<file path="src/sv/tlbp_pkg.sv">
package tlbp_pkg;

    localparam int ADDR_W      = 32;
    localparam int COUNT_W     = 32;
    localparam int CFG_W       = 4;
    localparam int S_TDATA_W   = 40;
    localparam int M_TDATA_W   = 72;
    localparam int PADDR_W     = 3;
    localparam int PDATA_W     = 32;
    localparam int MOD_DIGIT_W = 4;
    localparam int MOD_STEPS   = ADDR_W / MOD_DIGIT_W;
    localparam int MOD_CNT_W   = $clog2(MOD_STEPS);

    localparam logic [0:0]       REG_COUNTER_BITS   = 1'b0;
    localparam logic [CFG_W-1:0] COUNTER_BITS_RESET = 4'd2;

    typedef struct packed {
        logic clear;
        logic accept;
        logic mod_step;
        logic ctr_rd;
        logic out_load;
    } tlbp_cmd_t;

    typedef struct packed {
        logic clear_done;
        logic mod_bypass;
        logic mod_done;
        logic out_valid;
    } tlbp_status_t;

endpackage

</file>
<file path="src/sv/tlbp_ctrl.sv">
module tlbp_ctrl (
    input  logic                   clk,
    input  logic                   rst_n,
    input  logic                   s_tvalid,
    output logic                   s_tready,
    input  logic                   m_tready,
    input  tlbp_pkg::tlbp_status_t status,
    output tlbp_pkg::tlbp_cmd_t    cmd
);
    import tlbp_pkg::*;

    typedef enum logic [4:0] {
        ST_CLEAR = 5'b00001,
        ST_IDLE  = 5'b00010,
        ST_MOD   = 5'b00100,
        ST_HIST  = 5'b01000,
        ST_CTR   = 5'b10000
    } state_t;

    state_t state_reg;
    state_t state_next;
    logic   out_free;
    logic   accept;

    assign out_free = !status.out_valid || m_tready;
    assign s_tready = (state_reg == ST_IDLE) || ((state_reg == ST_CTR) && out_free);
    assign accept   = s_tvalid && s_tready;

    always_comb
    begin
        state_next   = state_reg;
        cmd          = '0;
        cmd.accept   = accept;
        unique case (state_reg)
            ST_CLEAR:
            begin
                cmd.clear = 1'b1;
                if (status.clear_done)
                begin
                    state_next = ST_IDLE;
                end
            end
            ST_IDLE:
            begin
                if (accept)
                begin
                    state_next = status.mod_bypass ? ST_HIST : ST_MOD;
                end
            end
            ST_MOD:
            begin
                cmd.mod_step = 1'b1;
                if (status.mod_done)
                begin
                    state_next = ST_HIST;
                end
            end
            ST_HIST:
            begin
                cmd.ctr_rd = 1'b1;
                state_next = ST_CTR;
            end
            ST_CTR:
            begin
                if (out_free)
                begin
                    cmd.out_load = 1'b1;
                    if (accept)
                    begin
                        state_next = status.mod_bypass ? ST_HIST : ST_MOD;
                    end
                    else
                    begin
                        state_next = ST_IDLE;
                    end
                end
            end
            default:
            begin
                state_next = ST_IDLE;
            end
        endcase
    end

    always_ff @(posedge clk or negedge rst_n)
    begin
        if (!rst_n)
        begin
            state_reg <= ST_CLEAR;
        end
        else
        begin
            state_reg <= state_next;
        end
    end

endmodule

</file>
<file path="config.mk">
export PLATFORM = sky130hd
export DESIGN_NAME = tlbp_ctrl
export DESIGN_NICKNAME = d
export VERILOG_FILES = /design/src/sv/tlbp_pkg.sv /design/src/sv/tlbp_ctrl.sv
export SDC_FILE = /design/constraint.sdc
export NUM_CORES = 1
export LEC_CHECK = 0
export ABC_CLOCK_PERIOD_IN_PS = 2200
export BUFFER_PORTS_ARGS = -buffer_cell sky130_fd_sc_hd__buf_2
export CAP_MARGIN = 10
export CORE_AREA = 8 8 45 47
export DETAILED_ROUTE_END_ITERATION = 10
export DIE_AREA = 0 0 53 55
export PLACE_DENSITY_LB_ADDON = 0.3
export RECOVER_POWER = 25
export SKIP_CTS_REPAIR_TIMING = 1
export SLEW_MARGIN = 20
export SYNTH_ARGS = -nofsm -noshare
export SYNTH_HDL_FRONTEND = slang
export SYNTH_SLANG_ARGS = --single-unit
export TNS_END_PERCENT = 100
</file>
<file path="constraint.sdc">
create_clock -name clk -period 2.2 [get_ports clk]
set_input_delay 0.11 -clock clk [delete_from_list [all_inputs] [get_ports clk]]
set_output_delay 0.11 -clock clk [all_outputs]
set_load 0.02 [all_outputs]
</file>
==> out/metrics.cfg, run 1 <==
[run_status]
outcome = finished clean

[place]
routabilityCongestion = 0.770
dp_worst_setup_slack_ps = 635
placed_area_um2 = 499
portBuffers = 13
dp_hpwl_um = 828

[yosys]
ys_seq_area_share_pct = 28.5
synth_area_per_cell_um2 = 9.06
synth_fp_nets = 57
synth_top_area_share_pct = 22.5
synth_cell_types = 34
ys_ff_latch = 5
synth_cells = 49
yosys.area.top_type = dfrtp_1
ys_top_cells_by_area = dfrtp_1 23%, dfstp_2 5.9%, buf_6 5.1%
syn_area_um2 = 444
yosys_warnings = 0

[sta]
final.period_utilization_pct = 71.7
maxSlewViolCount = 0
maxSlewHeadroom_pct = 69.9
skew_ps = 0.449
setup_ws_ps = 622
tightestPinTransition_ps = 446
setup-tns-final_ps = 0
fin_crit_ps = 1580
final-setup-viol-count = 0
rsz0062_at_grt = no
finalHoldViolCount = 0
fmax_mhz = 634

[layout]
fillerInstances = 146
largest_reg_flops = 5
layout-drive-gt1-share_pct = 35.9
areaGrowthSynthToFinish_pct = 20.3
n_antenna_cell = 0
finalInstanceArea_um2 = 534
nNetsFinal = 73

[die]
rows = 14
fp.dieH_um = 55
core_area_mm2 = 0.00138
die_area_mm2 = 0.00292
die-width_um = 53
initial_utilization_pct = 32.1
ios = 14

[power]
swShare_pct = 45.6
peakVddDrop_mv = 0.393
pwr-share-comb_pct = 60.0
clock_power_share_pct = 14.4
p_leak_nw = 0.291
p_switching_mw = 0.319
power.density_mw_per_mm2 = 1310
power_frac_seq_pct = 25.6
internal_power_mw = 0.381

[worst_setup_path]
required_ps = 2330
cp_max_fo = 10
critPathArrivalTime_ps = 1710
crit_path_start_kind = register
r2r_cells = 4
endpoint_kind = register
crit_type = reg2reg

[detailed_routing]
dr.first_iter.drc_count = 16
ant_nets = 0
first_pass_iters = 4
vias = 428
route.detailed.vias_per_inst = 5.35
totalWireLength_um = 995
drc = 0
wl_per_cell_um = 12.4

[cts]
h-tree-depth = 1
cts.sinks = 5
cts_inserted_buffers = 3
clk_pin_slew_ps = 40
cts_tree = done
clock_latency_ps = 230
clockBufferDepth = 2
root_buffer = clkbuf_4

[min_path]
hold_depth = 3
hp-class = in2reg

[global_routing]
grt.overflow.total = 0
grt_max_degree = 11
grt_antenna_before_repair = 0
grt_usage_pct = 7.08
grt_pass1_vias = 368
grt_pass1_wl_mm = 1.54

[job]
drv_cap = 0

cell families after synthesis:
kind of cell / Yosys count / share of synthesized area, %
xor+xnor: 1 / 1.97
flops: 5 / 28.5
buf+inv: 7 / 10.1
compound gates: 10 / 19.4
simple gates: 26 / 40.0
layer usage:
| layer | up-vias | global-route usage (%) | wire length (µm) |
|---|---|---|---|
| li1 | 215 | - | - |
| met1 | 199 | 8.46 | 430 |
| met2 | 12 | 10.5 | 477 |
| met3 | 2 | 2.94 | 71 |
| met4 | 0 | 3.88 | 15 |
| met5 | - | 0 | 0 |
cell usage in the layout, fill, tap and decap left out, drive strengths merged, types with 2 or more instances in the layout:
cell type  instances
nand3              2
nand2              2
buf               12
and3               3
clkbuf             5
inv                4
nand4              2
and2b              2
nor2               5
dfrtp              4
metrics by stage:
step	hold WS (ps)	cells	total power, mW	util (%)
after global placement	-72.1	75	0.597	36.1
after CTS	-325	79	0.702	38.0
after detailed placement	-73.8	75	0.598	36.1
after floorplan	-186	49	0.529	-
after global routing	178	80	0.766	38.6
final	183	80	0.700	38.6
power by group through the flow:
stage | logic [mW] | clock network, mW | registers (mW)
after floorplan | 0.380 | 0 | 0.149
after global placement | 0.415 | 0 | 0.183
after detailed placement | 0.418 | 0 | 0.180
after CTS | 0.420 | 0.104 | 0.178
after global routing | 0.466 | 0.115 | 0.186
final | 0.420 | 0.101 | 0.179
final timing paths:
check | start | end | slack [ps]
max in group asynchronous | rst_n | state_reg[0] | 1690
min in group asynchronous | rst_n | state_reg[2] | 250
min reg2reg | state_reg[0] | state_reg[0] | 660
min | status[2] | state_reg[2] | 180
max reg2reg | state_reg[1] | state_reg[2] | 620
max | state_reg[1] | state_reg[2] | 620
final cells by class:
| class | count | area [µm²] | share of cell area (%) |
|---|---|---|---|
| Sequential cell | 5 | 126 | 23.7 |
| Timing Repair Buffer | 14 | 73.8 | 13.8 |
| Multi-Input combinational cell | 37 | 273 | 51.1 |
| Clock buffer | 4 | 26.3 | 4.92 |
| Tap cell | 16 | 20.0 | 3.75 |
| Inverter | 4 | 15.0 | 2.81 |
worst max-delay path, stage by stage, from the launching register on:
cell	delay, ps
dfrtp_1	490
nor2_1	190
and2b_1	210
o41a_1	340
o31ai_2	250
cell usage after synthesis, drive strengths merged:
master   n
dfrtp    4
nand2    2
or3b     1
nor2     5
o31ai    1
and4     1
nor3     1
o41a     1
nand3    2
inv      4
and3     3
dfstp    1
o211a    1
and4b    1
nor4     1
a31oi    1
and2b    2
a41oi    1
or2b     1
nand3b   1
nand4    2
buf      3
o21a     1
o2111ai  1
nand4b   1
nor2b    1
xor2     1
o21bai   1
o41ai    1
a21oi    1
nand2b   1
(Power assumes the default switching activity.)
==> inputs of run 2 (changes only) <==
--- a/config.mk
+++ b/config.mk
@@ -5,7 +5,7 @@
 export SDC_FILE = /design/constraint.sdc
 export NUM_CORES = 1
 export LEC_CHECK = 0
-export ABC_CLOCK_PERIOD_IN_PS = 2200
+export ABC_CLOCK_PERIOD_IN_PS = 1600
 export BUFFER_PORTS_ARGS = -buffer_cell sky130_fd_sc_hd__buf_2
 export CAP_MARGIN = 10
 export CORE_AREA = 8 8 45 47
==> constraint.sdc (replaced) <==
create_clock -name clk -period 1.6 [get_ports clk]
set_input_delay 0.08 -clock clk [delete_from_list [all_inputs] [get_ports clk]]
set_output_delay 0.08 -clock clk [all_outputs]
set_load 0.02 [all_outputs]
==> run 2 against run 1 <==
  * Sequential power rose by 36%
  * Global-route usage rose by 0.87 points
  * Combinational power rose by 61%
  * Register-to-register slack got worse by 520 ps
  * Critical endpoint is now cmd[0]
  * Largest cell class unchanged
==> out/metrics.cfg, run 2 (synthesis gave the netlist of run 1 again) <==
[sta]
fmax_mhz = 664
setup_ws_ps = 93.1  ; -529 ps
skew_ps = 3.48  ; +3.03 ps
fin_crit_ps = 1510
final.period_utilization_pct = 94.2
finalHoldViolCount = 0  ; unchanged
final-setup-viol-count = 0  ; unchanged
whs_ps = 147  ; -36.6 ps
tightestPinTransition_ps = 414  ; -32.4 ps
maxSlewHeadroom_pct = 72.0  ; +2.2 points
maxSlewViolCount = 0  ; unchanged

[layout]
layout-drive-gt1-share_pct = 44.1  ; +8.2 points
final_cell_mix = 10 x buf_2, 6 x buf_4, 4 x nor2_1, 4 x inv_1
mostFrequentLayoutCell = buf_2
largest_reg_flops = 5  ; unchanged
fillerInstances = 157  ; +7.5%
seq_area_um2 = 128  ; +0.99%
multi_input_area_um2 = 282  ; +3.2%
n_antenna_cell = 0  ; unchanged
fin_cells = 84  ; +5.0%
nNetsFinal = 77  ; +5.5%
areaGrowthSynthToFinish_pct = 30.4

[detailed_routing]
totalWireLength_mm = 1.05  ; +5.4%
wl_met3_um = 55  ; -23%
top_layer = met3
route.detailed.vias_per_inst = 5.20  ; -2.8%
wl_met2_um = 522  ; +9.4%
wl_met1_um = 472  ; +9.8%
dr.first_iter.drc_count = 8  ; -8
wl_per_cell_um = 12.5  ; +0.41%
ant_nets = 0  ; unchanged
first_pass_iters = 4  ; unchanged
drc = 0  ; unchanged
vias = 437  ; +2.1%

[power]
pwr-share-comb_pct = 63.7  ; +3.7 points
swShare_pct = 43.5  ; -2.1 points
clock_power_share_pct = 13.4  ; -1.0 points
power_frac_seq_pct = 22.8  ; -2.8 points
peakVddDrop_mv = 0.838  ; +110%
internal_power_mw = 0.600  ; +58%
p_switching_mw = 0.462  ; +45%
power.density_mw_per_mm2 = 1830  ; +40%
p_leak_nw = 0.310  ; +6.5%

[global_routing]
grt.overflow.total = 0  ; unchanged
grt_max_degree = 9  ; -2
grt_pass1_vias = 436  ; +18%
grt_usage_pct = 7.95  ; +0.87 points
grt_antenna_before_repair = 0  ; unchanged
grt_pass1_wl_mm = 1.77  ; +15%

[worst_setup_path]
crit_type = reg2out
r2r-start = state_reg[1]
crit_chain = nor3_4 > nand3b_1 > buf_4 > inv_1 > buf_2
critPathArrivalTime_ps = 1430  ; -280 ps
crit_path_start_kind = register
cp_max_fo = 6  ; -4
endpoint_kind = output pin
cpPeakStageDelay_ps = 450  ; -40 ps
cp_slowest_cell = dfrtp_2
required_ps = 1520  ; -810 ps
crit_start = state_reg[3]

[die]
ios = 14  ; unchanged
die_area_mm2 = 0.00292  ; unchanged
core_area_mm2 = 0.00138  ; unchanged
initial_utilization_pct = 32.1  ; unchanged
die-width_um = 53  ; unchanged
fp.dieH_um = 55  ; unchanged
rows = 14  ; unchanged

[cts]
cts_inserted_buffers = 3  ; unchanged
h-tree-depth = 1  ; unchanged
cts_tree = done
clockBufferDepth = 2  ; unchanged
clk_pin_slew_ps = 40  ; about the same
clock_latency_ps = 240  ; about the same
root_buffer = clkbuf_4
cts.sinks = 5  ; unchanged

[job]
drv_cap = 0  ; unchanged

[run_status]
outcome = finished clean

[min_path]
hp-class = in2reg
hold_start = status[2]

[place]
dp_cells = 78  ; +4.0%
dp_worst_setup_slack_ps = 66.7  ; -568 ps
routabilityCongestion = 0.785  ; +2.0%
portBuffers = 13  ; unchanged

-- run 2: changes by cell type in the layout (fill, tap and decap cells not counted), sizes merged --
| cell | before | now |
|---|---|---|
| buf | 12 | 16 |
-- run 2: final timing paths --
kind	to	slack, ps	depth (start not counted)
max in group asynchronous	state_reg[0]	1120	2
worst max-delay path	cmd[0]	90	5
min in group asynchronous	state_reg[4]	220	2
worst max register to register	state_reg[2]	100	4
worst min register to register	state_reg[0]	690	2
worst min-delay path	state_reg[2]	150	3
-- run 2: through the flow --
step	area (µm²)	total power [mW]	utilization, %	TNS (ps)
2_1_floorplan	450	0.735	-	0
3_3_place_gp	528	0.896	38.2	0
3_5_place_dp	528	0.891	38.2	0
4_1_cts	554	1.04	40.1	0
5_1_grt	579	1.17	41.9	-0.437
6_report	579	1.06	41.9	0
-- run 2: layout make-up --
type,instances,area share (%)
sequential,5,22.0
multi-input combinational,37,48.6
tap,16,3.46
inverter,4,2.59
clock buffer,4,4.54
timing repair buffer,18,18.8
-- run 2: power groups by stage --
| stage | clock network, mW | logic (mW) | registers, mW |
|---|---|---|---|
| detailed placement | 0 | 0.653 | 0.238 |
| global route | 0.162 | 0.758 | 0.253 |
| floorplan | 0 | 0.529 | 0.207 |
| global placement | 0 | 0.658 | 0.238 |
| finish | 0.142 | 0.677 | 0.243 |
| CTS | 0.151 | 0.654 | 0.237 |
-- run 2: routing by layer --
| metal | track usage [%] | vias to the layer above |
|---|---|---|
| met5 | 0 | - |
| met3 | 3.21 | 0 |
| li1 | - | 222 |
| met2 | 13.1 | 8 |
| met4 | 2.59 | 0 |
| met1 | 9.19 | 207 |
-- run 2: worst max-delay path: cells and delay by family (launching register included) --
family / cells / cell delay (ps)
buf+inv: 3 / 360
flops: 1 / 450
simple gates: 2 / 380
==> inputs of run 3 (changes only) <==
--- a/config.mk
+++ b/config.mk
@@ -5,7 +5,7 @@
 export SDC_FILE = /design/constraint.sdc
 export NUM_CORES = 1
 export LEC_CHECK = 0
-export ABC_CLOCK_PERIOD_IN_PS = 1600
+export ABC_CLOCK_PERIOD_IN_PS = 1300
 export BUFFER_PORTS_ARGS = -buffer_cell sky130_fd_sc_hd__buf_2
 export CAP_MARGIN = 10
 export CORE_AREA = 8 8 45 47
==> constraint.sdc (replaced) <==
create_clock -name clk -period 1.3 [get_ports clk]
set_input_delay 0.065 -clock clk [delete_from_list [all_inputs] [get_ports clk]]
set_output_delay 0.065 -clock clk [all_outputs]
set_load 0.02 [all_outputs]
==> run 3 against run 2 <==
  * The run now ends with negative setup slack left
  * Hold slack got worse by 26 ps
  * Via count is 14% higher
  * Final cell count up 19%
  * Wire length grew 28%
  * Utilization grew 14 points
  * Worst setup slack got worse by 320 ps
  * Sequential share of layout area shrank 5.4 points
  * Register-to-register slack got worse by 320 ps
  * Total power increased by 65%
  * Critical endpoint is now s_tready
  * Largest power group unchanged
==> out/metrics.cfg, run 3 (synthesis gave the netlist of run 1 again) <==
[detailed_routing]
drc = 0  ; unchanged
first_pass_iters = 4  ; unchanged
dr.first_iter.drc_count = 4  ; -4
wl_per_cell_um = 13.5  ; +7.9%
totalWireLength_mm = 1.35  ; +28%
vias = 496  ; +14%
route.detailed.vias_per_inst = 4.96  ; -4.7%
ant_nets = 0  ; unchanged

[place]
routabilityCongestion = 0.809  ; +3.0%
dp_cells = 91  ; +17%
dp_worst_setup_slack_ps = -211  ; -278 ps
dp_hpwl_mm = 1.00
portBuffers = 13  ; unchanged

[power]
peakVddDrop_mv = 0.969  ; +16%
power.density_mw_per_mm2 = 2260  ; +23%
pwr-share-comb_pct = 72.6  ; +8.9 points
internal_power_mw = 1.04  ; +73%
power_frac_seq_pct = 17.1  ; -5.7 points
clock_power_share_pct = 10.3  ; -3.1 points
p_leak_nw = 0.394  ; +27%
swShare_pct = 40.7  ; -2.7 points
power_mw = 1.75  ; +65%
p_switching_mw = 0.713  ; +54%

[sta]
finalHoldViolCount = 0  ; unchanged
maxSlewViolCount = 0  ; unchanged
fin_crit_ps = 1530
rsz0062_at_grt = yes
final.period_utilization_pct = 118
final-setup-viol-count = 9  ; +9
fmax_mhz = 654
whs_ps = 121  ; -25.9 ps
tightestPinTransition_ps = 276  ; -138 ps
skew_ps = 0.339  ; -3.14 ps
setup_ws_ps = -230  ; -323 ps
maxSlewHeadroom_pct = 81.6  ; +9.6 points

[worst_setup_path]
required_ps = 1240  ; -280 ps
crit_end = s_tready
crit_path_start_kind = register
critPathArrivalTime_ps = 1460  ; +30 ps
crit_type = reg2out
cp_max_fo = 6  ; unchanged
r2r_cells = 4  ; unchanged
crit_start = state_reg[1]
r2r-start = state_reg[1]
regToRegSetupSlack_ps = -220  ; -320 ps
endpoint_kind = output pin
r2r_end = state_reg[1]

[global_routing]
grt_max_degree = 7  ; -2
grt_pass1_wl_mm = 1.86  ; +5.1%
grt_pass1_vias = 449  ; +3.0%
grt.overflow.total = 0  ; unchanged
grt_usage_pct = 8.56  ; +0.61 points
grt_antenna_before_repair = 0  ; unchanged

[layout]
areaGrowthSynthToFinish_pct = 74.1
fin_cells = 100  ; +19%
fillerInstances = 125  ; -20%
n_antenna_cell = 0  ; unchanged
largest_reg_flops = 5  ; unchanged
layout-drive-gt1-share_pct = 61.9  ; +18 points
final_cell_mix = 18 x buf_4, 8 x buf_6, 6 x buf_2
mostFrequentLayoutCell = buf_4
nNetsFinal = 93  ; +21%

[cts]
clk_pin_slew_ps = 40  ; about the same
cts.sinks = 5  ; unchanged
h-tree-depth = 1  ; unchanged
root_buffer = clkbuf_4
clock_latency_ps = 240  ; about the same
cts_tree = done
cts_inserted_buffers = 3  ; unchanged
clockBufferDepth = 2  ; unchanged

[die]
die_area_mm2 = 0.00292  ; unchanged
fp.dieH_um = 55  ; unchanged
core_area_mm2 = 0.00138  ; unchanged
rows = 14  ; unchanged
initial_utilization_pct = 32.1  ; unchanged
ios = 14  ; unchanged
die-width_um = 53  ; unchanged

[run_status]
violations = negative setup slack
outcome = finished, violations left

[min_path]
hold_start = status[2]
hp-class = in2reg

[job]
drv_cap = 0  ; unchanged

-- run 3: cell types whose count changed in the layout (fill, tap and decap cells not counted), sizes merged --
| cell | previous run | this run |
|---|---|---|
| buf | 16 | 32 |
-- run 3: power by group through the flow --
stage / combinational (mW) / sequential, mW / clock (mW)
2_1_floorplan: 0.651 / 0.257 / 0
3_3_place_gp: 1.02 / 0.285 / 0
3_5_place_dp: 1.03 / 0.289 / 0
4_1_cts: 1.03 / 0.288 / 0.191
5_1_grt: 1.37 / 0.302 / 0.195
6_report: 1.27 / 0.298 / 0.181
-- run 3: critical path, cell delays in order (launching register included) --
cell,delay [ps]
dfrtp_2,450
nor3_4,250
nand3b_1,160
buf_4,180
nand2_2,70
buf_6,120
-- run 3: metal layers --
layer  vias to the layer above  global-route usage [%]  share of wire (%)
li1                        252                       -                  -
met2                        13                    14.6                 52
met4                         0                    6.47                4.0
met1                       225                    9.83                 40
met5                         -                       0                  0
met3                         6                   0.535                3.8
-- run 3: layout make-up --
| type | count | area [µm²] | share of cell area [%] |
|---|---|---|---|
| clock buffer | 4 | 26.3 | 3.40 |
| sequential | 5 | 129 | 16.7 |
| tap | 16 | 20.0 | 2.59 |
| multi-input combinational | 37 | 314 | 40.6 |
| timing repair buffer | 34 | 269 | 34.8 |
| inverter | 4 | 15.0 | 1.94 |
-- run 3: metrics by stage --
step / util, % / instance area [µm²] / setup TNS [ps]
global placement: 45.3 / 627 / -549
finish: 55.9 / 773 / -1620
floorplan: - / 452 / -365
CTS: 47.2 / 653 / -1940
global route: 55.9 / 773 / -2160
detailed placement: 45.3 / 627 / -605
-- run 3: worst min-delay path by stage --
| stage | endpoint | cells after the start |
|---|---|---|
| after global routing | state_reg[2] | 3 |
| after detailed placement | state_reg[4] | 1 |
| after CTS | state_reg[1] | 1 |
| after global placement | state_reg[4] | 1 |
| after floorplan | state_reg[1] | 0 |
| final | state_reg[2] | 3 |
